--- config.mk ---
export PLATFORM = sky130hd
export DESIGN_NAME = lte_scrambling_sequence_generator
export DESIGN_NICKNAME = d
export VERILOG_FILES = /design/src/rtl/core/lte_scr_pkg.sv /design/src/rtl/core/lte_scrambling_sequence_generator.sv
export SDC_FILE = /design/constraint.sdc
export NUM_CORES = 1
export LEC_CHECK = 0
export BUFFER_PORTS_ARGS = -buffer_cell sky130_fd_sc_hd__buf_4
export CORE_MARGIN = 2
export CORE_UTILIZATION = 62
export CTS_CLUSTER_DIAMETER = 200
export DETAILED_ROUTE_END_ITERATION = 7
export HOLD_SLACK_MARGIN = 0.06
export PLACE_DENSITY_LB_ADDON = 0.12
export SLEW_MARGIN = 15
export SYNTH_ARGS = -nofsm -noshare
export SYNTH_HDL_FRONTEND = slang
export SYNTH_SLANG_ARGS = --single-unit
export TNS_END_PERCENT = 30
--- constraint.sdc ---
create_clock -name clock -period 8.55 [get_ports clock]
set_input_delay 0.855 -clock clock [delete_from_list [all_inputs] [get_ports clock]]
set_output_delay 0.855 -clock clock [all_outputs]
set_load 0.01 [all_outputs]
--- src/rtl/core/lte_scr_pkg.sv ---
// Package: shared types, constants and the 32-bit Gold sequence advance.
`timescale 1ns / 1ps
package lte_scr_pkg;

   localparam int MAX_WORDS  = 256;
   localparam int WORD_BITS  = 32;
   localparam int LFSR_BITS  = 31;
   localparam int WCNT_BITS  = $clog2(MAX_WORDS + 1);
   localparam int INDEX_SAT  = 255;

   localparam int CSR_IDX_BITS  = 3;
   localparam int CSR_DATA_BITS = 16;

   // register indexes
   localparam logic [CSR_IDX_BITS-1:0] CSR_CHANNEL_KIND   = 3'd0;
   localparam logic [CSR_IDX_BITS-1:0] CSR_CELL_GROUP     = 3'd1;
   localparam logic [CSR_IDX_BITS-1:0] CSR_CELL_SECTOR    = 3'd2;
   localparam logic [CSR_IDX_BITS-1:0] CSR_RADIO_TEMP_ID  = 3'd3;
   localparam logic [CSR_IDX_BITS-1:0] CSR_CODEWORD_INDEX = 3'd4;
   localparam logic [CSR_IDX_BITS-1:0] CSR_MBSFN_AREA_ID  = 3'd5;
   localparam logic [CSR_IDX_BITS-1:0] CSR_LEAD_IN_WORDS  = 3'd6;

   // channel kinds
   localparam logic [2:0] CH_SHARED    = 3'd0;
   localparam logic [2:0] CH_FORMAT    = 3'd1;
   localparam logic [2:0] CH_CONTROL   = 3'd2;
   localparam logic [2:0] CH_BROADCAST = 3'd3;
   localparam logic [2:0] CH_MULTICAST = 3'd4;
   localparam logic [2:0] CH_UL_CTRL   = 3'd5;

   // request modes
   localparam logic MODE_START = 1'b0;
   localparam logic MODE_NEXT  = 1'b1;

   localparam logic [5:0] LEAD_IN_RESET = 6'd50;

   typedef logic [LFSR_BITS-1:0] lfsr_type;

   typedef struct packed {
      lfsr_type              x1;
      lfsr_type              x2;
      logic [WORD_BITS-1:0]  word;
   } adv_type;

   // Steps both registers by one word; bit k of word is the k-th output bit.
   function automatic adv_type advance_word(input lfsr_type x1, input lfsr_type x2);
      adv_type  res;
      lfsr_type a;
      lfsr_type b;
      logic     na;
      logic     nb;
      a = x1;
      b = x2;
      for (int k = 0; k < WORD_BITS; k++) begin
         res.word[k] = a[0] ^ b[0];
         na = a[3] ^ a[0];
         nb = b[3] ^ b[2] ^ b[1] ^ b[0];
         a  = {na, a[LFSR_BITS-1:1]};
         b  = {nb, b[LFSR_BITS-1:1]};
      end
      res.x1 = a;
      res.x2 = b;
      return res;
   endfunction

endpackage

--- src/rtl/core/lte_scrambling_sequence_generator.sv ---
// Top level: LTE Gold scrambling sequence generator, 32 bits per word.
`timescale 1ns / 1ps
// Gives the LTE length-31 Gold scrambling sequence one 32-bit word at a time, earliest
// bit in bit 0. A request with tuser low (start) seeds x1 with 1 and x2 with c_init,
// formed from the configured channel kind, cell identity, RNTI, codeword and MBSFN
// area plus the subframe in tdata[3:0]; it then discards lead_in_words whole words and
// gives no response. A start occupies the block while the lead-in words (up to 63) are
// discarded by the single 32-bit advance unit stepping once per cycle; req_tready is low while
// it runs. A request with tuser high (next) gives one response:
// seq_word in tdata[31:0], the word's position since the last start in tdata[39:32]
// (saturating at 255) and tuser high once that position reaches MAX_WORDS. The response
// sits in an output register, so a new request is taken in the cycle it is drained.
// A next before any start runs on from the reset registers. Configuration writes are
// always accepted and must only be made while the block is idle.
module lte_scrambling_sequence_generator (
   input  logic                                   clock,
   input  logic                                   reset,
   // request channel
   input  logic                                   req_tvalid,
   output logic                                   req_tready,
   input  logic [7:0]                             req_tdata,   // [3:0] subframe, rest zero
   input  logic                                   req_tuser,   // [0] mode
   // response channel
   output logic                                   rsp_tvalid,
   input  logic                                   rsp_tready,
   output logic [39:0]                            rsp_tdata,   // [31:0] seq_word,
                                                               // [39:32] word_index
   output logic                                   rsp_tuser,   // [0] past_limit
   // configuration write channel
   input  logic                                   csr_valid,
   output logic                                   csr_ready,
   input  logic [lte_scr_pkg::CSR_IDX_BITS-1:0]   csr_index,
   input  logic [lte_scr_pkg::CSR_DATA_BITS-1:0]  csr_data
);
   import lte_scr_pkg::*;

   localparam logic ST_IDLE = 1'b0;
   localparam logic ST_SKIP = 1'b1;

   // configuration
   logic [2:0]  channel_kind_ff;
   logic [7:0]  cell_group_ff;
   logic [1:0]  cell_sector_ff;
   logic [15:0] radio_temp_id_ff;
   logic        codeword_index_ff;
   logic [7:0]  mbsfn_area_id_ff;
   logic [5:0]  lead_in_words_ff;

   // sequencer and sequence state
   logic                 state_ff, state_in;
   logic [5:0]           skip_cnt_ff, skip_cnt_in;
   lfsr_type             x1_ff, x1_in;
   lfsr_type             x2_ff, x2_in;
   logic [WCNT_BITS-1:0] words_given_ff, words_given_in;

   // response register
   logic                 rsp_valid_ff, rsp_valid_in;
   logic [WORD_BITS-1:0] rsp_word_ff;
   logic [7:0]           rsp_index_ff;
   logic                 rsp_past_ff;

   adv_type     adv;
   logic        req_acc;
   logic        start_acc;
   logic        next_acc;
   logic [3:0]  subframe;
   logic [9:0]  n_cell;
   logic [15:0] seed_prod;
   logic [31:0] seed_full;
   logic [7:0]  index_sat;

   assign csr_ready = 1'b1;

   assign req_tready = (state_ff == ST_IDLE) && (!rsp_valid_ff || rsp_tready);
   assign req_acc    = req_tvalid && req_tready;
   assign start_acc  = req_acc && (req_tuser == MODE_START);
   assign next_acc   = req_acc && (req_tuser == MODE_NEXT);
   assign subframe   = req_tdata[3:0];

   // the one shared advance unit
   assign adv = advance_word(x1_ff, x2_ff);

   // c_init
   assign n_cell    = 10'({cell_group_ff, 1'b0}) + 10'(cell_group_ff) + 10'(cell_sector_ff);
   assign seed_prod = 16'(5'(subframe) + 5'd1) * 16'({n_cell, 1'b1});

   always_comb begin
      unique case (channel_kind_ff)
         CH_SHARED:    seed_full = (32'(radio_temp_id_ff) << 14)
                                   + (32'(codeword_index_ff) << 13)
                                   + (32'(subframe) << 9) + 32'(n_cell);
         CH_FORMAT:    seed_full = (32'(seed_prod) << 9) + 32'(n_cell);
         CH_CONTROL:   seed_full = (32'(subframe) << 9) + 32'(n_cell);
         CH_BROADCAST: seed_full = 32'(n_cell);
         CH_MULTICAST: seed_full = (32'(subframe) << 9) + 32'(mbsfn_area_id_ff);
         CH_UL_CTRL:   seed_full = (32'(seed_prod) << 16) + 32'(radio_temp_id_ff);
         default:      seed_full = '0;
      endcase
   end

   assign index_sat = (words_given_ff > WCNT_BITS'(INDEX_SAT)) ? 8'(INDEX_SAT)
                                                               : 8'(words_given_ff);

   always_comb begin
      state_in       = state_ff;
      skip_cnt_in    = skip_cnt_ff;
      x1_in          = x1_ff;
      x2_in          = x2_ff;
      words_given_in = words_given_ff;
      rsp_valid_in   = rsp_valid_ff && !rsp_tready;
      priority if (state_ff == ST_SKIP) begin
         x1_in       = adv.x1;
         x2_in       = adv.x2;
         skip_cnt_in = skip_cnt_ff - 6'd1;
         if (skip_cnt_ff == 6'd1) begin
            state_in = ST_IDLE;
         end
      end else if (start_acc) begin
         x1_in          = lfsr_type'(1);
         x2_in          = seed_full[LFSR_BITS-1:0];
         words_given_in = '0;
         skip_cnt_in    = lead_in_words_ff;
         state_in       = (lead_in_words_ff == 6'd0) ? ST_IDLE : ST_SKIP;
      end else if (next_acc) begin
         x1_in        = adv.x1;
         x2_in        = adv.x2;
         rsp_valid_in = 1'b1;
         if (words_given_ff < WCNT_BITS'(MAX_WORDS)) begin
            words_given_in = words_given_ff + WCNT_BITS'(1);
         end
      end
   end

   always_ff @(posedge clock) begin
      if (reset) begin
         state_ff       <= ST_IDLE;
         skip_cnt_ff    <= '0;
         x1_ff          <= lfsr_type'(1);
         x2_ff          <= '0;
         words_given_ff <= '0;
         rsp_valid_ff   <= 1'b0;
      end else begin
         state_ff       <= state_in;
         skip_cnt_ff    <= skip_cnt_in;
         x1_ff          <= x1_in;
         x2_ff          <= x2_in;
         words_given_ff <= words_given_in;
         rsp_valid_ff   <= rsp_valid_in;
      end
   end

   // response payload, loaded with the word just generated
   always_ff @(posedge clock) begin
      if (next_acc) begin
         rsp_word_ff  <= adv.word;
         rsp_index_ff <= index_sat;
         rsp_past_ff  <= (words_given_ff >= WCNT_BITS'(MAX_WORDS));
      end
   end

   // configuration registers
   always_ff @(posedge clock) begin
      if (reset) begin
         channel_kind_ff   <= CH_SHARED;
         cell_group_ff     <= '0;
         cell_sector_ff    <= '0;
         radio_temp_id_ff  <= '0;
         codeword_index_ff <= 1'b0;
         mbsfn_area_id_ff  <= '0;
         lead_in_words_ff  <= LEAD_IN_RESET;
      end else if (csr_valid && csr_ready) begin
         unique case (csr_index)
            CSR_CHANNEL_KIND:   channel_kind_ff   <= csr_data[2:0];
            CSR_CELL_GROUP:     cell_group_ff     <= csr_data[7:0];
            CSR_CELL_SECTOR:    cell_sector_ff    <= csr_data[1:0];
            CSR_RADIO_TEMP_ID:  radio_temp_id_ff  <= csr_data[15:0];
            CSR_CODEWORD_INDEX: codeword_index_ff <= csr_data[0];
            CSR_MBSFN_AREA_ID:  mbsfn_area_id_ff  <= csr_data[7:0];
            CSR_LEAD_IN_WORDS:  lead_in_words_ff  <= csr_data[5:0];
            default: ;
         endcase
      end
   end

   assign rsp_tvalid = rsp_valid_ff;
   assign rsp_tdata  = {rsp_index_ff, rsp_word_ff};
   assign rsp_tuser  = rsp_past_ff;

   // x1 starts from one and is maximal length, so it never locks up at zero
   a_x1_nonzero: assert property (@(posedge clock) disable iff (reset)
      x1_ff != '0) else $error("x1 register reached zero");

   // no request is taken while lead-in words are being discarded
   a_skip_busy: assert property (@(posedge clock) disable iff (reset)
      (state_ff == ST_SKIP) |-> !req_tready) else $error("ready during lead-in");

   // every accepted next request leaves a response in the output register
   a_next_rsp: assert property (@(posedge clock) disable iff (reset)
      next_acc |=> rsp_tvalid) else $error("next request gave no response");

   // a start clears the word count
   a_start_clr: assert property (@(posedge clock) disable iff (reset)
      start_acc |=> (words_given_ff == '0)) else $error("word count not cleared");

endmodule

==> results of run 1 <==
routing by layer:
metal | routed length [microns] | up-vias | GRT usage (%)
met3 | 1480 | 38 | 5.13
met2 | 12200 | 317 | 48.2
li1 | - | 4249 | -
met4 | 509 | 0 | 8.28
met1 | 11500 | 4234 | 40.0
met5 | 0 | - | 0
cell type report:
type,instances,share of cell area (%)
multi-input cells,918,54.7
flip-flops and latches,164,31.0
repair buffers,78,4.91
clock buffers,17,3.57
well taps,220,2.31
inverters,63,1.98
clock inverters,15,1.52
path summary, 6_finish.rpt:
kind / startpoint / endpoint / slack (ns) / depth (start not counted)
max: cell_group_ff[0] / x2_ff[24] / 1.79 / 26
max reg2reg: cell_group_ff[0] / x2_ff[24] / 1.79 / 26
min reg2reg: mbsfn_area_id_ff[7] / mbsfn_area_id_ff[7] / 0.46 / 2
min: mbsfn_area_id_ff[7] / mbsfn_area_id_ff[7] / 0.46 / 2
worst reg2reg max path, cell delays in order, from the launching register on:
cell       delay [ns]
dfxtp_1          0.35
inv_1            0.07
fa_1             0.53
inv_1            0.04
ha_1             0.22
fa_1             0.40
a21o_1           0.20
a21oi_1          0.21
o21bai_1         0.10
a21oi_1          0.24
xor2_1           0.17
buf_4            0.19
nor2_1           0.07
fa_1             0.49
fa_1             0.54
inv_1            0.05
fa_1             0.53
inv_1            0.04
ha_1             0.39
nand2_1          0.14
a2111oi_2        0.36
nor3_1           0.12
nor3b_2          0.43
nand4b_1         0.23
nor4b_2          0.08
and3_1           0.21
o31a_1           0.26
cells in the final DEF (no fill, tap or decap), types with 4 or more instances in the layout:
cell and n:
nor2_1 134, dfxtp_1 123, nand2_1 119, xor2_1 103, a21oi_1 90, buf_4 78, xnor2_1 75, inv_1 61
ha_1 49, edfxtp_1 41, a22oi_1 34, fa_1 29, nand3_1 22, nor3_1 21, o21ai_0 20, mux2i_1 18
nand2b_1 17, clkbuf_16 17, o221ai_1 13, nor2b_1 12, and3_1 12, a21o_1 10, o211ai_1 10, or2_2 9
a221oi_1 9, o22ai_1 8, a211oi_1 7, nand4_1 7, a211o_1 5, a31oi_1 5, o21a_1 4, a221o_1 4
a2111oi_0 4, or3_1 4, inv_8 4
flip-flops by register name (all words and copies together) (netlist names):
name / flops
x1_ff: 31
rsp_tuser: 1
cell_sector_ff: 2
state_ff: 1
lead_in_words_ff: 6
cell_group_ff: 8
rsp_index_ff: 8
rsp_word_ff: 32
x2_ff: 31
words_given_ff: 9
mbsfn_area_id_ff: 8
codeword_index_ff: 1
rsp_tvalid: 1
channel_kind_ff: 3
radio_temp_id_ff: 16
skip_cnt_ff: 6
report_power, final:
group / switching, mW / leakage, nW / internal [mW]
clock network: 0.357 / 0.287 / 0.419
registers: 0.0976 / 1.39 / 0.878
logic: 0.334 / 3.26 / 0.293
total: 0.789 / 4.94 / 1.59
kinds of logic after synthesis:
| family | synth area share [%] |
|---|---|
| compound gates | 16.3 |
| other cells | 0.0351 |
| fa+ha+maj | 11.2 |
| simple gates | 16.9 |
| xor+xnor | 14.8 |
| flops | 34.6 |
| mux | 1.79 |
| buf+inv | 4.45 |
==> results.md, run 1 <==
- Status: finished, final reports clean
- Synthesis Warnings: 0
- Worst path buffer plus inverter count: 5
- GP Congestion: about 0.94
- Yosys reg bits: 164
- Total wire length: 25700 microns
- Synth top area share: around 23%
- Setup ws final: around 1.8 ns
- Synth Instances: 1206
- Iter 0 DRT Violations: 711
- DP Area: 11300 sq um
- CTS Buffer Depth: 2
- Port bufs: a little over 70
- Post-synthesis cell area: around 11000 sq um
- Pins over their slew limit: 0
- N_diodes: 0
- Average vias per placed instance: 5.99
- Clk_lat worst skew: 0.43 ns
- FP Rows: 47
- Synth Flop Type: dfxtp_1
- CTS tree: built
- GRT Resource Usage Total: between 20% and 30%
- Post-synth top cells: nor2_1, dfxtp_1, nand2_1
- Die area: 18300 sq um
- Post-synth EDFFs: 41
- Die H: ~140 microns
- First-pass GRT wire length: ~42000 microns
- Slowest stage delay, CP: approximately 0.54 ns
- Largest net degree at the start of global routing: 76
- Leakage: between 4 and 5 nW
- Final Core Density: 71.4%
- Max-cap violations: 0
- Setup violations, final: 0
- Top cell by count, worst path: fa_1
- Inst Count DP: between 1000 and 1500
- CTS buffer count: 17
- Top Ports: between 70 and 80
- Unrepaired setup endpoints after global routing: false
- Clock slew seen by the registers of the worst setup and hold paths: about 0.07 ns
- CTS Hold Bufs: 0
- CTS root buffer: clkbuf_16
- GRT Residual Overflow: 0
- Syn nets: 1317
- Worst Path Required: 8.88 ns
- Setup TNS: 0 ns
- Antenna violations before repair: 0
- Seq/Total Area, Yosys: ~35%
- CTS Sinks: approximately 160
- Setup Skew: approximately 0.012 ns
- Synth area leader: dfxtp_1
- Multi-input gate area: about 6500 sq um
- Dpl hpwl: between 15000 and 20000 microns
- Per-cell routed wire length: 17.4 microns
- Dominant cells by area after synthesis: dfxtp_1, edfxtp_1, xor2_1
- Hold WS: roughly 0.46 ns
- Worst-margin pin slew: roughly 1.1 ns
- Pwr Density: between 150 and 200 nW/um^2
- Hold Crit Class: flop to flop
- Slew headroom: 25.1%
- Ys async rst share: 0%
- Nets: 1353
- DRT Pass-1 Iters: 7
- Crit-path max FO: 7
- Critical Path Start Type: flop
- Core ar.: between 15000 and 20000 sq um
- Total power: 2.38 mW
- Final instance area: 11900 sq um
- Arrival time at the worst endpoint: between 7 and 8 ns
- CP Capture Type: flop
- Synth Area per Inst: around 8.8 sq um
- PostCTS Resize Cnt: 0
- Htree depth: 4
- Post-Place Worst Slack: ~1.8 ns
- Post-route ant nets: 0
- Most common cell in the netlist: nor2_1
- Fillers: 1310
- Achievable Freq: 0.148 GHz
- Netlist cell types: a little under 80
- Slowest-stage cell, CP: fa_1
- Vias in the first global route: about 8300
- Starting Density: 63.9%
- Layout cells sized above 1: between 10% and 20%
- Die width: around 140 microns
- Final Hold Fails: 0
- WS Path Type: flop to flop
- Total via count in the routed design: approximately 9000
- Kind of cell adding the most delay to the critical path: adder cells
- VDD IR max: between 0.2 and 0.25 mV
- Sequential cell area: 3690 sq um
- Final std cells w/o fill: around 1500
- Post-CTS setup buffers: 0
- Crit path time final: 6.76 ns
- Synth-to-Final Area Change: 11.7%
- DRC Markers: 0
- Final period utilization: 79.1%
No activity file was read; power rests on OpenSTA's default activity.
==> run 2, diff against run 1 <==
--- a/config.mk
+++ b/config.mk
@@ -7,7 +7,7 @@
 export LEC_CHECK = 0
 export BUFFER_PORTS_ARGS = -buffer_cell sky130_fd_sc_hd__buf_4
 export CORE_MARGIN = 2
-export CORE_UTILIZATION = 62
+export CORE_UTILIZATION = 56
 export CTS_CLUSTER_DIAMETER = 200
 export DETAILED_ROUTE_END_ITERATION = 7
 export HOLD_SLACK_MARGIN = 0.06
==> constraint.sdc (replaced) <==
create_clock -name clock -period 6.1 [get_ports clock]
set_input_delay 0.61 -clock clock [delete_from_list [all_inputs] [get_ports clock]]
set_output_delay 0.61 -clock clock [all_outputs]
set_load 0.01 [all_outputs]
==> results.md, run 2 (synthesis results as in run 1) <==
- Unrepaired setup endpoints after global routing: true
- Iter 0 DRT Violations: roughly 640
- Crit-path max FO: 5
- Synth-to-Final Area Change: 17.7%
- Critical Path Start Type: flop
- Commonest non-fill, non-tap cell in the layout: nor2_1
- Max-cap violations: 0
- Top Registers: rsp_word_ff x32, x1_ff x31, x2_ff x31
- Top reg by flops: rsp_word_ff
- Achievable Freq: 0.168 GHz
- Total power: roughly 3.4 mW
- Crit path time final: 5.96 ns
- Setup Skew: roughly 0.010 ns
- VDD IR max: between 0.2 and 0.25 mV
- Core ar.: about 19000 sq um
- Final Hold Fails: 0
- Multi-input gate area: between 6000 and 7000 sq um
- CTS root buffer: clkbuf_16
- DP Area: between 10000 and 15000 sq um
- Die H: 142 microns
- Most frequent cells in the layout: nor2_1, buf_4, dfxtp_1, nand2_1, xor2_1
- Antenna violations before repair: 0
- Clk_lat worst skew: roughly 0.44 ns
- Largest net degree at the start of global routing: 86
- Per-cell routed wire length: 17.3 microns
- Top sig layer: met4
- WL met2: around 13000 microns
- Port bufs: a little over 70
- Die width: roughly 140 microns
- CP Capture Type: flop
- Pwr Density: ~270 nW/um^2
- CTS buffer count: 17
- Setup violations, final: 0
- Htree depth: 4
- Post-route ant nets: 0
- FP Rows: 50
- Pins over their slew limit: 0
- Largest register FFs: 32
- Hold Crit Class: input pin to flop
- GP Congestion: 0.925
- Starting Density: 57.1%
- N_diodes: 0
- Total wire length: around 27000 microns
- Vias in the first global route: 8599
- Worst-margin pin slew: ~0.9 ns
- CTS tree: built
- Layout cells sized above 1: ~18%
- Sequential cell area: roughly 3700 sq um
- GRT Residual Overflow: 0
- Top Ports: a little under 80
- Die area: 20200 sq um
- Nets: between 1000 and 1500
- DRC Markers: 0
- Average vias per placed instance: approximately 5.7
- Dpl hpwl: between 15000 and 20000 microns
- Setup TNS: 0 ns
- Final period utilization: a little over nine tenths
- Final instance area: ~13000 sq um
- CTS Buffer Depth: 2
- Wl on met1: 12400 microns
- Worst Path Required: roughly 6.4 ns
- First-pass GRT wire length: about 43000 microns
- Slew headroom: 41.2%
- Arrival time at the worst endpoint: between 6 and 7 ns
- CTS Hold Bufs: 0
- Leakage: between 5 and 6 nW
- GRT Resource Usage Total: between 20% and 30%
- Status: finished, final reports clean
- Metal3 WL: between 900 and 1000 microns
- Fillers: roughly 1500
- WS Path Type: flop to flop
- DRT Pass-1 Iters: 5
- Clock slew seen by the registers of the worst setup and hold paths: 0.07 ns
- Total via count in the routed design: 8827
- CTS Sinks: 164
==> run 2: cell count changes in the layout (fill, tap and decap cells not counted), moves of 3 or more <==
cell	previous run	this run
ha_1	49	43
ha_4	0	3
inv_1	61	58
a21oi_2	0	6
dfxtp_1	123	120
dfxtp_2	0	3
inv_2	1	4
a21oi_1	90	84
ha_2	0	3
xnor2_1	75	72
buf_4	78	128
==> run 2: final timing paths <==
check / startpoint / endpoint / slack, ns / cells past startpoint
worst min-delay path: csr_data[5] / lead_in_words_ff[5] / 0.42 / 2
worst min register to register: mbsfn_area_id_ff[5] / mbsfn_area_id_ff[5] / 0.46 / 2
worst max register to register: cell_sector_ff[1] / x2_ff[24] / 0.14 / 26
worst max-delay path: cell_sector_ff[1] / x2_ff[24] / 0.14 / 26
==> run 2: repair_timing <==
action                                 CTS  global route
endpoints found under the hold margin    0             0
gates resized for setup                 19            26
setup endpoints to repair                9            13
buffers inserted                         4             1
pin swaps                               12            26
cloned                                   0             0
==> run 2: report_power, final <==
| group | switching, mW | leakage (nW) | internal [mW] |
|---|---|---|---|
| registers | 0.137 | 1.39 | 1.23 |
| logic | 0.474 | 3.58 | 0.437 |
| clock network | 0.519 | 0.292 | 0.555 |
| total | 1.13 | 5.27 | 2.22 |
==> run 2: per-layer routing <==
layer	up-vias	GRT usage, %
met5	-	0
met4	0	7.16
met3	34	3.26
met2	185	45.6
met1	4258	37.0
li1	4350	-
==> run 2: through the flow <==
step                      util, %  hold slack [ns]  instances  setup slack (ns)
after detailed placement     62.5            0.451       1502            -0.197
after global placement       62.5            0.443       1502            -0.125
final                        67.2            0.418       1540             0.141
after floorplan                 -            0.436       1206            0.0265
after global routing         67.2            0.421       1540            -0.156
after CTS                    66.4            0.408       1538           0.00916
==> run 2: final cells by class <==
| cell class | count | area share, % |
|---|---|---|
| clock buffers | 17 | 3.39 |
| repair buffers | 129 | 7.81 |
| inverters | 63 | 1.88 |
| clock inverters | 15 | 1.43 |
| well taps | 234 | 2.33 |
| multi-input cells | 918 | 53.7 |
| flip-flops and latches | 164 | 29.4 |
==> run 2: worst max-delay path: stages (launching register included) <==
cell,delay [ns]
dfxtp_2,0.34
inv_2,0.04
fa_1,0.52
inv_1,0.04
ha_2,0.17
fa_2,0.35
a21o_1,0.17
a21oi_2,0.15
o21bai_1,0.09
a21oi_2,0.21
xor2_2,0.23
nor2_2,0.08
fa_1,0.46
fa_1,0.54
inv_2,0.04
fa_1,0.51
inv_2,0.05
ha_4,0.29
nand2_4,0.07
a21o_1,0.18
o31ai_2,0.24
a21oi_1,0.11
xor2_1,0.17
buf_4,0.18
nor4b_4,0.28
nor3_1,0.08
o31a_1,0.28
